--- src/design/plcc_pkg.sv ---
// Shared types, codes and widths for the pinned LRU page cache core.
// No dependencies; every other design file imports this package.
`default_nettype none
package plcc_pkg;

  localparam int PAGE_W      = 31;
  localparam int OP_W        = 2;
  localparam int STATUS_W    = 2;
  localparam int FRAME_IDX_W = 6;
  localparam int GROUP_SIZE  = 8;

  localparam int DEF_FRAMES  = 16;
  localparam int DEF_PIN_MAX = 255;

  // Request codes
  localparam logic [OP_W-1:0] OP_FETCH = 2'd0;
  localparam logic [OP_W-1:0] OP_UNPIN = 2'd1;
  localparam logic [OP_W-1:0] OP_NEW   = 2'd2;

  // Result status codes
  localparam logic [STATUS_W-1:0] ST_DONE       = 2'd0;
  localparam logic [STATUS_W-1:0] ST_FULL       = 2'd1;
  localparam logic [STATUS_W-1:0] ST_UNPIN_MISS = 2'd2;

  // Commands from the controller to the datapath
  typedef struct packed {
    logic latch;   // capture the request beat
    logic look;    // compare lanes, reduce groups
    logic decide;  // final victim and hit encode
    logic commit;  // update frames, load result register
  } ctl_cmd_t;

endpackage
`default_nettype wire

--- src/design/pinned_lru_page_cache_core.sv ---
// Top level of the pinned LRU page cache: buffer pool frame metadata.
// Depends on plcc_pkg, plcc_ctrl and plcc_dpath.
//
//   channel  handshake             beat contents
//   -------  --------------------  ------------------------------------------------
//   in       in_valid / in_ready   operation, page_id, mark_dirty, fresh_page_id
//   out      out_valid / out_ready status, frame_index, was_hit, need_read,
//                                  need_zero, need_writeback, writeback_page,
//                                  granted_page
//
// Each request passes through accept, lane compare plus per-group victim minimum
// (groups of eight frames), final minimum and hit encode, then commit. The
// victim search tree has two registered levels.
// Commit waits while the result register still holds an untaken beat; a new
// request is accepted while that beat waits.
// Reset (rst, synchronous) empties all frames and ranks them by index, frame 0
// oldest; in_ready is high in the first cycle after reset.
`default_nettype none
module pinned_lru_page_cache_core #(
  parameter int FRAMES  = plcc_pkg::DEF_FRAMES,
  parameter int PIN_MAX = plcc_pkg::DEF_PIN_MAX
) (
  input  wire logic                               clk,
  input  wire logic                               rst,
  input  wire logic                               in_valid,
  output logic                                    in_ready,
  input  wire logic [plcc_pkg::OP_W-1:0]          operation,
  input  wire logic [plcc_pkg::PAGE_W-1:0]        page_id,
  input  wire logic                               mark_dirty,
  input  wire logic [plcc_pkg::PAGE_W-1:0]        fresh_page_id,
  output logic                                    out_valid,
  input  wire logic                               out_ready,
  output logic      [plcc_pkg::STATUS_W-1:0]      status,
  output logic      [plcc_pkg::FRAME_IDX_W-1:0]   frame_index,
  output logic                                    was_hit,
  output logic                                    need_read,
  output logic                                    need_zero,
  output logic                                    need_writeback,
  output logic      [plcc_pkg::PAGE_W-1:0]        writeback_page,
  output logic      [plcc_pkg::PAGE_W-1:0]        granted_page
);
  import plcc_pkg::*;

  ctl_cmd_t cmd;

  // Sequence one request beat at a time through the search stages.
  plcc_ctrl u_ctrl (
    .clk       (clk),
    .rst       (rst),
    .in_valid  (in_valid),
    .in_ready  (in_ready),
    .out_valid (out_valid),
    .out_ready (out_ready),
    .cmd       (cmd)
  );

  // Hold frame state, search for hit and victim, form the result beat.
  plcc_dpath #(
    .FRAMES  (FRAMES),
    .PIN_MAX (PIN_MAX)
  ) u_dpath (
    .clk            (clk),
    .rst            (rst),
    .cmd            (cmd),
    .operation      (operation),
    .page_id        (page_id),
    .mark_dirty     (mark_dirty),
    .fresh_page_id  (fresh_page_id),
    .status         (status),
    .frame_index    (frame_index),
    .was_hit        (was_hit),
    .need_read      (need_read),
    .need_zero      (need_zero),
    .need_writeback (need_writeback),
    .writeback_page (writeback_page),
    .granted_page   (granted_page)
  );

  // Only one request is in flight: acceptance closes the input side.
  a_one_in_flight: assert property (@(posedge clk) disable iff (rst)
    (in_valid && in_ready) |=> !in_ready)
    else $error("second request accepted while one is in flight");

  // A fresh result beat appears only at the end of request work.
  a_result_after_work: assert property (@(posedge clk) disable iff (rst)
    $rose(out_valid) |-> $past(!in_ready))
    else $error("result raised without a request in flight");

  // A full pool reports nothing but its status.
  a_full_clean: assert property (@(posedge clk) disable iff (rst)
    (out_valid && status == ST_FULL) |->
      (frame_index == '0 && !was_hit && !need_read && !need_zero &&
       !need_writeback && granted_page == '0))
    else $error("pool-full result carries nonzero fields");

  // A fetch hit never asks for disk or zeroing work.
  a_hit_no_io: assert property (@(posedge clk) disable iff (rst)
    (out_valid && was_hit) |-> (!need_read && !need_zero && !need_writeback))
    else $error("hit result requests frame load or writeback");

endmodule
`default_nettype wire

--- src/design/plcc_ctrl.sv ---
// Sequencer for the pinned LRU page cache: one request at a time.
// Depends on plcc_pkg for the command struct.
`default_nettype none
module plcc_ctrl (
  input  wire logic               clk,
  input  wire logic               rst,
  input  wire logic               in_valid,
  output logic                    in_ready,
  output logic                    out_valid,
  input  wire logic               out_ready,
  output plcc_pkg::ctl_cmd_t      cmd
);
  import plcc_pkg::*;

  typedef enum logic [3:0] {
    S_IDLE   = 4'b0001,
    S_LOOK   = 4'b0010,
    S_DECIDE = 4'b0100,
    S_COMMIT = 4'b1000
  } state_t;

  state_t state, state_next;
  logic   out_valid_next;
  logic   commit_go;

  assign in_ready  = (state == S_IDLE);
  assign commit_go = (state == S_COMMIT) && (!out_valid || out_ready);

  always_comb begin
    cmd.latch  = in_valid && in_ready;
    cmd.look   = (state == S_LOOK);
    cmd.decide = (state == S_DECIDE);
    cmd.commit = commit_go;
  end

  always_comb begin
    state_next = state;
    unique case (state)
      S_IDLE:   if (in_valid) state_next = S_LOOK;
      S_LOOK:   state_next = S_DECIDE;
      S_DECIDE: state_next = S_COMMIT;
      S_COMMIT: if (commit_go) state_next = S_IDLE;
      default:  state_next = S_IDLE;
    endcase
  end

  // Hold the result until taken; a new result may replace one taken this cycle.
  always_comb begin
    if (commit_go) out_valid_next = 1'b1;
    else if (out_ready) out_valid_next = 1'b0;
    else out_valid_next = out_valid;
  end

  always_ff @(posedge clk) begin
    if (rst) begin
      state     <= S_IDLE;
      out_valid <= 1'b0;
    end else begin
      state     <= state_next;
      out_valid <= out_valid_next;
    end
  end

endmodule
`default_nettype wire

--- src/design/plcc_dpath.sv ---
// Frame metadata lanes, victim search tree, commit logic and result register.
// Depends on plcc_pkg; sequenced by plcc_ctrl through ctl_cmd_t.
`default_nettype none
module plcc_dpath #(
  parameter int FRAMES  = plcc_pkg::DEF_FRAMES,
  parameter int PIN_MAX = plcc_pkg::DEF_PIN_MAX
) (
  input  wire logic                               clk,
  input  wire logic                               rst,
  input  wire plcc_pkg::ctl_cmd_t                 cmd,
  input  wire logic [plcc_pkg::OP_W-1:0]          operation,
  input  wire logic [plcc_pkg::PAGE_W-1:0]        page_id,
  input  wire logic                               mark_dirty,
  input  wire logic [plcc_pkg::PAGE_W-1:0]        fresh_page_id,
  output logic      [plcc_pkg::STATUS_W-1:0]      status,
  output logic      [plcc_pkg::FRAME_IDX_W-1:0]   frame_index,
  output logic                                    was_hit,
  output logic                                    need_read,
  output logic                                    need_zero,
  output logic                                    need_writeback,
  output logic      [plcc_pkg::PAGE_W-1:0]        writeback_page,
  output logic      [plcc_pkg::PAGE_W-1:0]        granted_page
);
  import plcc_pkg::*;

  localparam int RANK_W = $clog2(FRAMES);
  localparam int IDX_W  = RANK_W;
  localparam int PIN_W  = $clog2(PIN_MAX + 1);
  localparam int KEY_W  = RANK_W + 1;
  localparam int NGROUP = (FRAMES + GROUP_SIZE - 1) / GROUP_SIZE;

  // Frame lanes
  logic [PAGE_W-1:0] frame_page     [FRAMES];
  logic [FRAMES-1:0] frame_valid;
  logic [PIN_W-1:0]  frame_pins     [FRAMES];
  logic [FRAMES-1:0] frame_modified;
  logic [RANK_W-1:0] recency_rank   [FRAMES];

  // Request
  logic [OP_W-1:0]   req_op;
  logic [PAGE_W-1:0] req_key;
  logic              req_dirty;

  // Search pipeline
  logic [KEY_W-1:0]  lane_key     [FRAMES];
  logic [KEY_W-1:0]  grp_key_c    [NGROUP];
  logic [IDX_W-1:0]  grp_idx_c    [NGROUP];
  logic [KEY_W-1:0]  grp_key      [NGROUP];
  logic [IDX_W-1:0]  grp_idx      [NGROUP];
  logic [FRAMES-1:0] hit_vec;
  logic [KEY_W-1:0]  fin_key_c;
  logic [IDX_W-1:0]  fin_idx_c;
  logic [IDX_W-1:0]  hit_idx_c;
  logic              hit_any, vict_any;
  logic [IDX_W-1:0]  hit_idx, vict_idx;

  // Commit decisions
  logic              do_touch, do_install, do_pin_inc, do_unpin, do_kill;
  logic [IDX_W-1:0]  touch_idx;
  logic [RANK_W-1:0] touch_old;
  logic              vict_wb;
  logic [STATUS_W-1:0]    res_status;
  logic [FRAME_IDX_W-1:0] res_frame;
  logic              res_hit, res_read, res_zero, res_wb;
  logic [PAGE_W-1:0] res_wb_page, res_granted;

  // Victim key: pinned frames sort after every unpinned one.
  always_comb begin
    for (int f = 0; f < FRAMES; f++) begin
      lane_key[f] = {(frame_pins[f] != '0), recency_rank[f]};
    end
  end

  always_comb begin
    for (int j = 0; j < NGROUP; j++) begin
      grp_key_c[j] = '1;
      grp_idx_c[j] = '0;
      for (int k = 0; k < GROUP_SIZE; k++) begin
        if (j * GROUP_SIZE + k < FRAMES) begin
          if (lane_key[j * GROUP_SIZE + k] < grp_key_c[j]) begin
            grp_key_c[j] = lane_key[j * GROUP_SIZE + k];
            grp_idx_c[j] = IDX_W'(j * GROUP_SIZE + k);
          end
        end
      end
    end
  end

  always_comb begin
    fin_key_c = '1;
    fin_idx_c = '0;
    for (int j = 0; j < NGROUP; j++) begin
      if (grp_key[j] < fin_key_c) begin
        fin_key_c = grp_key[j];
        fin_idx_c = grp_idx[j];
      end
    end
  end

  // Lowest matching frame wins.
  always_comb begin
    hit_idx_c = '0;
    for (int f = FRAMES - 1; f >= 0; f--) begin
      if (hit_vec[f]) hit_idx_c = IDX_W'(f);
    end
  end

  always_ff @(posedge clk) begin
    if (cmd.latch) begin
      req_op    <= operation;
      req_key   <= (operation == OP_NEW) ? fresh_page_id : page_id;
      req_dirty <= mark_dirty;
    end
    if (cmd.look) begin
      for (int f = 0; f < FRAMES; f++) begin
        hit_vec[f] <= frame_valid[f] && (frame_page[f] == req_key);
      end
      for (int j = 0; j < NGROUP; j++) begin
        grp_key[j] <= grp_key_c[j];
        grp_idx[j] <= grp_idx_c[j];
      end
    end
    if (cmd.decide) begin
      hit_any  <= |hit_vec;
      hit_idx  <= hit_idx_c;
      vict_any <= !fin_key_c[KEY_W-1];
      vict_idx <= fin_idx_c;
    end
  end

  assign vict_wb   = frame_valid[vict_idx] && frame_modified[vict_idx];
  assign touch_old = recency_rank[touch_idx];

  always_comb begin
    do_touch    = 1'b0;
    do_install  = 1'b0;
    do_pin_inc  = 1'b0;
    do_unpin    = 1'b0;
    do_kill     = 1'b0;
    touch_idx   = hit_idx;
    res_status  = ST_DONE;
    res_frame   = '0;
    res_hit     = 1'b0;
    res_read    = 1'b0;
    res_zero    = 1'b0;
    res_wb      = 1'b0;
    res_wb_page = '0;
    res_granted = '0;
    unique case (req_op)
      OP_FETCH: begin
        if (hit_any) begin
          do_pin_inc  = 1'b1;
          do_touch    = 1'b1;
          res_frame   = FRAME_IDX_W'(hit_idx);
          res_hit     = 1'b1;
          res_granted = req_key;
        end else if (!vict_any) begin
          res_status = ST_FULL;
        end else begin
          do_install  = 1'b1;
          do_touch    = 1'b1;
          touch_idx   = vict_idx;
          res_frame   = FRAME_IDX_W'(vict_idx);
          res_read    = 1'b1;
          res_wb      = vict_wb;
          res_wb_page = vict_wb ? frame_page[vict_idx] : '0;
          res_granted = req_key;
        end
      end
      OP_UNPIN: begin
        if (hit_any) begin
          do_unpin  = 1'b1;
          res_frame = FRAME_IDX_W'(hit_idx);
        end else begin
          res_status = ST_UNPIN_MISS;
        end
      end
      OP_NEW: begin
        if (!vict_any) begin
          res_status = ST_FULL;
        end else begin
          do_kill     = hit_any && (hit_idx != vict_idx);
          do_install  = 1'b1;
          do_touch    = 1'b1;
          touch_idx   = vict_idx;
          res_frame   = FRAME_IDX_W'(vict_idx);
          res_zero    = 1'b1;
          res_wb      = vict_wb;
          res_wb_page = vict_wb ? frame_page[vict_idx] : '0;
          res_granted = req_key;
        end
      end
      default: ;
    endcase
  end

  always_ff @(posedge clk) begin
    if (rst) begin
      frame_valid    <= '0;
      frame_modified <= '0;
      for (int f = 0; f < FRAMES; f++) begin
        frame_page[f]   <= '0;
        frame_pins[f]   <= '0;
        recency_rank[f] <= RANK_W'(f);
      end
    end else if (cmd.commit) begin
      if (do_touch) begin
        for (int f = 0; f < FRAMES; f++) begin
          if (recency_rank[f] > touch_old) recency_rank[f] <= recency_rank[f] - 1'b1;
        end
        recency_rank[touch_idx] <= RANK_W'(FRAMES - 1);
      end
      if (do_pin_inc && frame_pins[hit_idx] < PIN_W'(PIN_MAX)) begin
        frame_pins[hit_idx] <= frame_pins[hit_idx] + 1'b1;
      end
      if (do_unpin) begin
        if (req_dirty) frame_modified[hit_idx] <= 1'b1;
        if (frame_pins[hit_idx] != '0) frame_pins[hit_idx] <= frame_pins[hit_idx] - 1'b1;
      end
      // Drop a stale copy of the fresh id held in some frame other than the victim.
      if (do_kill) frame_valid[hit_idx] <= 1'b0;
      if (do_install) begin
        frame_page[vict_idx]     <= req_key;
        frame_valid[vict_idx]    <= 1'b1;
        frame_pins[vict_idx]     <= PIN_W'(1);
        frame_modified[vict_idx] <= 1'b0;
      end
    end
  end

  always_ff @(posedge clk) begin
    if (cmd.commit) begin
      status         <= res_status;
      frame_index    <= res_frame;
      was_hit        <= res_hit;
      need_read      <= res_read;
      need_zero      <= res_zero;
      need_writeback <= res_wb;
      writeback_page <= res_wb_page;
      granted_page   <= res_granted;
    end
  end

endmodule
`default_nettype wire
--- config.mk ---
export PLATFORM = sky130hd
export DESIGN_NAME = pinned_lru_page_cache_core
export DESIGN_NICKNAME = d
export VERILOG_FILES = /design/src/design/plcc_pkg.sv /design/src/design/pinned_lru_page_cache_core.sv /design/src/design/plcc_ctrl.sv /design/src/design/plcc_dpath.sv
export SDC_FILE = /design/constraint.sdc
export NUM_CORES = 2
export LEC_CHECK = 0
export BUFFER_PORTS_ARGS = -buffer_cell sky130_fd_sc_hd__buf_4
export CELL_PAD_IN_SITES_DETAIL_PLACEMENT = 1
export CELL_PAD_IN_SITES_GLOBAL_PLACEMENT = 2
export CORE_MARGIN = 10
export CORE_UTILIZATION = 30
export CTS_CLUSTER_SIZE = 10
export DETAILED_ROUTE_END_ITERATION = 16
export PLACE_DENSITY_LB_ADDON = 0.1
export SYNTH_ARGS = -nofsm -noshare
export SYNTH_HDL_FRONTEND = slang
export SYNTH_SLANG_ARGS = --single-unit
--- constraint.sdc ---
create_clock -name clk -period 18.3 [get_ports clk]
set_clock_uncertainty 0.15 [all_clocks]
set_input_delay 2.745 -clock clk [delete_from_list [all_inputs] [get_ports clk]]
set_output_delay 2.745 -clock clk [all_outputs]
set_load 0.01 [all_outputs]
==> results by group <==
STA
  • Slew @ Worst Pin: 1.16 ns
  • Final cycle utilization of the critical path: 81.9%
  • Final min period: 14.99 ns
  • Max_slew headroom: 22.2%
  • Peak Freq: 66.7 MHz
  • Slew Viols, Final: 0
  • Setup TNS: 0 ns
  • Endpoints failing setup: 0
  • RSZ-0062 raised after global routing: no
  • Hold Fails Final Rpt: 0

Global routing
  • GRT overflow: 0
  • Vias in the first global route: 34,587
  • Antenna violations before repair: 21
  • Largest net degree at the start of global routing: 56
  • First-pass GRT wire length: 273 mm
  • Total track usage: 20.8%

Critical path
  • Slowest CP cell: a2111oi_0
  • Crit end category: flip-flop
  • CP max stage delay: 0.70 ns
  • Cell mode on critical path: ha_1
  • Kind of critical path: flip-flop to flip-flop
  • Crit Path Max Fanout: 14
  • CP Launch Type: flip-flop
  • Req. time, crit path: 18.62 ns
  • Data arrival, critical path: 15.30 ns

Placed design
  • Placed Instances: 6,197
  • Post-detail-place hpwl: 136 mm
  • Port bufs: 142
  • Post-placement cell area: 53,100 um2
  • GPL Wtd Cong: 0.809

Synth
  • Netlist Area Pre-Place: 49,500 um2
  • Ys flop type: edfxtp_1
  • YS warnings: 0
  • Synth area leaders: edfxtp_1 (47%), mux4_2 (9.6%), and2_1 (6.7%)
  • Cell type with the largest total area after synthesis: edfxtp_1
  • Synth async-reset ratio: 0%
  • EDFF count, synth: 773
  • Syn Inst Count: 4,079
  • Register area share after synthesis: 51.1%
  • Avg Cell Area, Syn: 12.1 um2
  • Synth top area share: 46.9%
  • FF+latch count, synth: 878
  • Distinct cells, synth: 97

Cells and area
  • Nets@finish: 4,328
  • Multi-input logic area: 23,000 um2
  • Fillers: 17,561
  • Share of post-route cells with drive strength above 1: 16.8%
  • Fin cells: 6,400
  • Commonest non-fill, non-tap cells in the layout: edfxtp_1 (773), and2_1 (527), xor2_1 (371)
  • Most common library cell in the layout ignoring fill and taps: edfxtp_1
  • Sequential Area: 25,300 um2
  • Final instance area: 56,600 um2
  • Area growth syn-to-layout: 14.3%

Routing
  • Post-DR vias/cell: 5.19
  • Per-cell routed wire length: 30.1 um
  • Post-route ant nets: 0
  • Post-route DRC: 0
  • Drt total wl: 193 mm
  • Routed via count: 33,233
  • TritonRoute pass-1 iters: 5
  • DRT iter0 DRCs: 2,747

Power
  • Power per cell area: 88.9 nW/um2
  • Gate power share: 11.5%
  • Pint: 3660 uW
  • P_sw: 1370 uW
  • Static Leak: 0.0206 uW
  • Flop pwr share: 45.4%
  • Clock power share: 43.1%
  • Sw Share: 27.1%
  • Peak supply drop: 71.6 uV

Job
  • Max Cap Viol: 0

CTS
  • Post CTS Setup Buffer Count: 0
  • Clock Tree Root: clkbuf_16
  • Htree depth: 3
  • Clock transition at path regs: 0.06 ns
  • Clk buf depth: 3
  • CTS Hold Buffers Added: 0
  • Number of buffers created by CTS: 112
  • CTS sink count: 878
  • CTS tree: done
  • Skew-Pair Late Insertion Delay: 0.77 ns
  • Post-cts sizing count: 0

Floorplanning
  • Core area: 165,000 um2
  • Starting Density: 30.1%
  • Vert. Die Dim: 426 um
  • DIE WIDTH: 426 um
  • FP Rows: 149
  • # IOs: 145
  • Die footprint: 182,000 um2

Hold path
  • Hold Path Class: flip-flop to flip-flop

Status
  • Status: finished, final reports clean
## registers in the layout (all words and copies together) (netlist names), 2 cells and up, named ones only
name and count:
u_dpath.req_op 2, u_dpath.vict_idx 4, u_dpath.granted_page 31, u_ctrl.state 4
u_dpath.hit_idx 4, u_dpath.frame_pins 128, u_dpath.grp_key 10, u_dpath.req_key 31
u_dpath.hit_vec 16, u_dpath.grp_idx 7, u_dpath.status 2, u_dpath.frame_modified 16
u_dpath.recency_rank 64, u_dpath.writeback_page 31, u_dpath.frame_page 496, u_dpath.frame_valid 16
u_dpath.frame_index 4
## worst max-delay path, delay by kind of cell (launching register included)
kind            cells  cell delay [ns]
fa+ha+maj           8             2.39
simple gates       13             4.03
mux                 5             1.70
flops               1             0.38
buf+inv             4             0.30
compound gates     23             5.74
## Yosys cell counts, types with 6 or more instances
cell type / number
or4_1: 7
inv_1: 106
nor4b_1: 6
a21o_1: 27
a31o_2: 7
or3_1: 8
or2_2: 6
nand2b_1: 22
nand4_1: 77
and2_1: 528
o21ai_0: 84
mux4_2: 212
nor4_1: 147
o22ai_1: 6
a31oi_1: 15
nor3_1: 35
mux2i_1: 22
a2111oi_0: 7
nor2b_1: 24
edfxtp_1: 773
a211oi_1: 7
clkbuf_1: 255
ha_1: 136
o221ai_1: 7
buf_1: 33
xnor2_1: 185
o21a_1: 38
o211ai_1: 45
mux2_2: 41
xor2_1: 371
dfxtp_1: 105
and3_1: 37
nor2_1: 250
nand3_1: 32
o2111ai_1: 6
a21oi_1: 66
nand2_1: 231
## path summary, 6_finish.rpt
kind	slack, ns	cells past startpoint	startpoint	endpoint
worst max register to register	3.31	53	u_dpath.frame_pins[8][5]$_SDFFCE_PN0P_	u_dpath.grp_key[0][5]$_DFFE_PN_
worst min-delay path	0.32	2	u_dpath.frame_modified[12]$_SDFFE_PP0P_	u_dpath.frame_modified[12]$_SDFFE_PP0P_
worst min register to register	0.32	2	u_dpath.frame_modified[12]$_SDFFE_PP0P_	u_dpath.frame_modified[12]$_SDFFE_PP0P_
worst max-delay path	3.31	53	u_dpath.frame_pins[8][5]$_SDFFCE_PN0P_	u_dpath.grp_key[0][5]$_DFFE_PN_
## kinds of logic (layout without fill, tap and decap cells)
group | Yosys count | after routing | share of synthesized area (%)
simple gates | 1434 | 1434 | 15.7
flops | 878 | 878 | 51.1
xor+xnor | 556 | 556 | 9.83
buf+inv | 403 | 532 | 3.11
compound gates | 391 | 391 | 5.63
mux | 278 | 278 | 11.1
fa+ha+maj | 138 | 138 | 3.50
other cells | 1 | 4 | 0.00757
## power groups by stage
| stage | Combinational, uW | Sequential (uW) | Clock, uW |
|---|---|---|---|
| after CTS | 588 | 2290 | 2220 |
| after floorplan | 356 | 2310 | 0 |
| after detailed placement | 584 | 2330 | 0 |
| after global placement | 586 | 2330 | 0 |
| after global routing | 623 | 2290 | 2290 |
| final | 579 | 2290 | 2170 |
## layout make-up
type	instances	share of cell area, %
timing repair buffer	224	2.97
multi-input combinational	2799	40.6
inverter	107	0.716
antenna	2	0.00884
tap	2189	4.84
clock buffer	154	5.34
sequential	878	44.7
clock inverter	47	0.811
## routing by layer
metal	wire, um	global-route usage, %	vias to the layer above	part of all wire [%]
li1	-	-	14992	-
met1	91800	29.8	17395	48
met2	90100	33.9	667	47
met3	7250	2.59	177	3.8
met4	3490	3.99	2	1.8
met5	12	0	-	0.0062
## per-stage QoR
stage | util, % | worst slack (ns) | power (uW) | hold WS (ns)
floorplan | - | 5.54 | 2660 | 0.287
CTS | 34.4 | 3.28 | 5100 | 0.322
detailed placement | 32.3 | 3.35 | 2910 | 0.308
global route | 34.4 | 2.09 | 5210 | 0.345
finish | 34.4 | 3.31 | 5030 | 0.317
global placement | 32.3 | 3.67 | 2910 | 0.298
(Power assumes the default switching activity.)
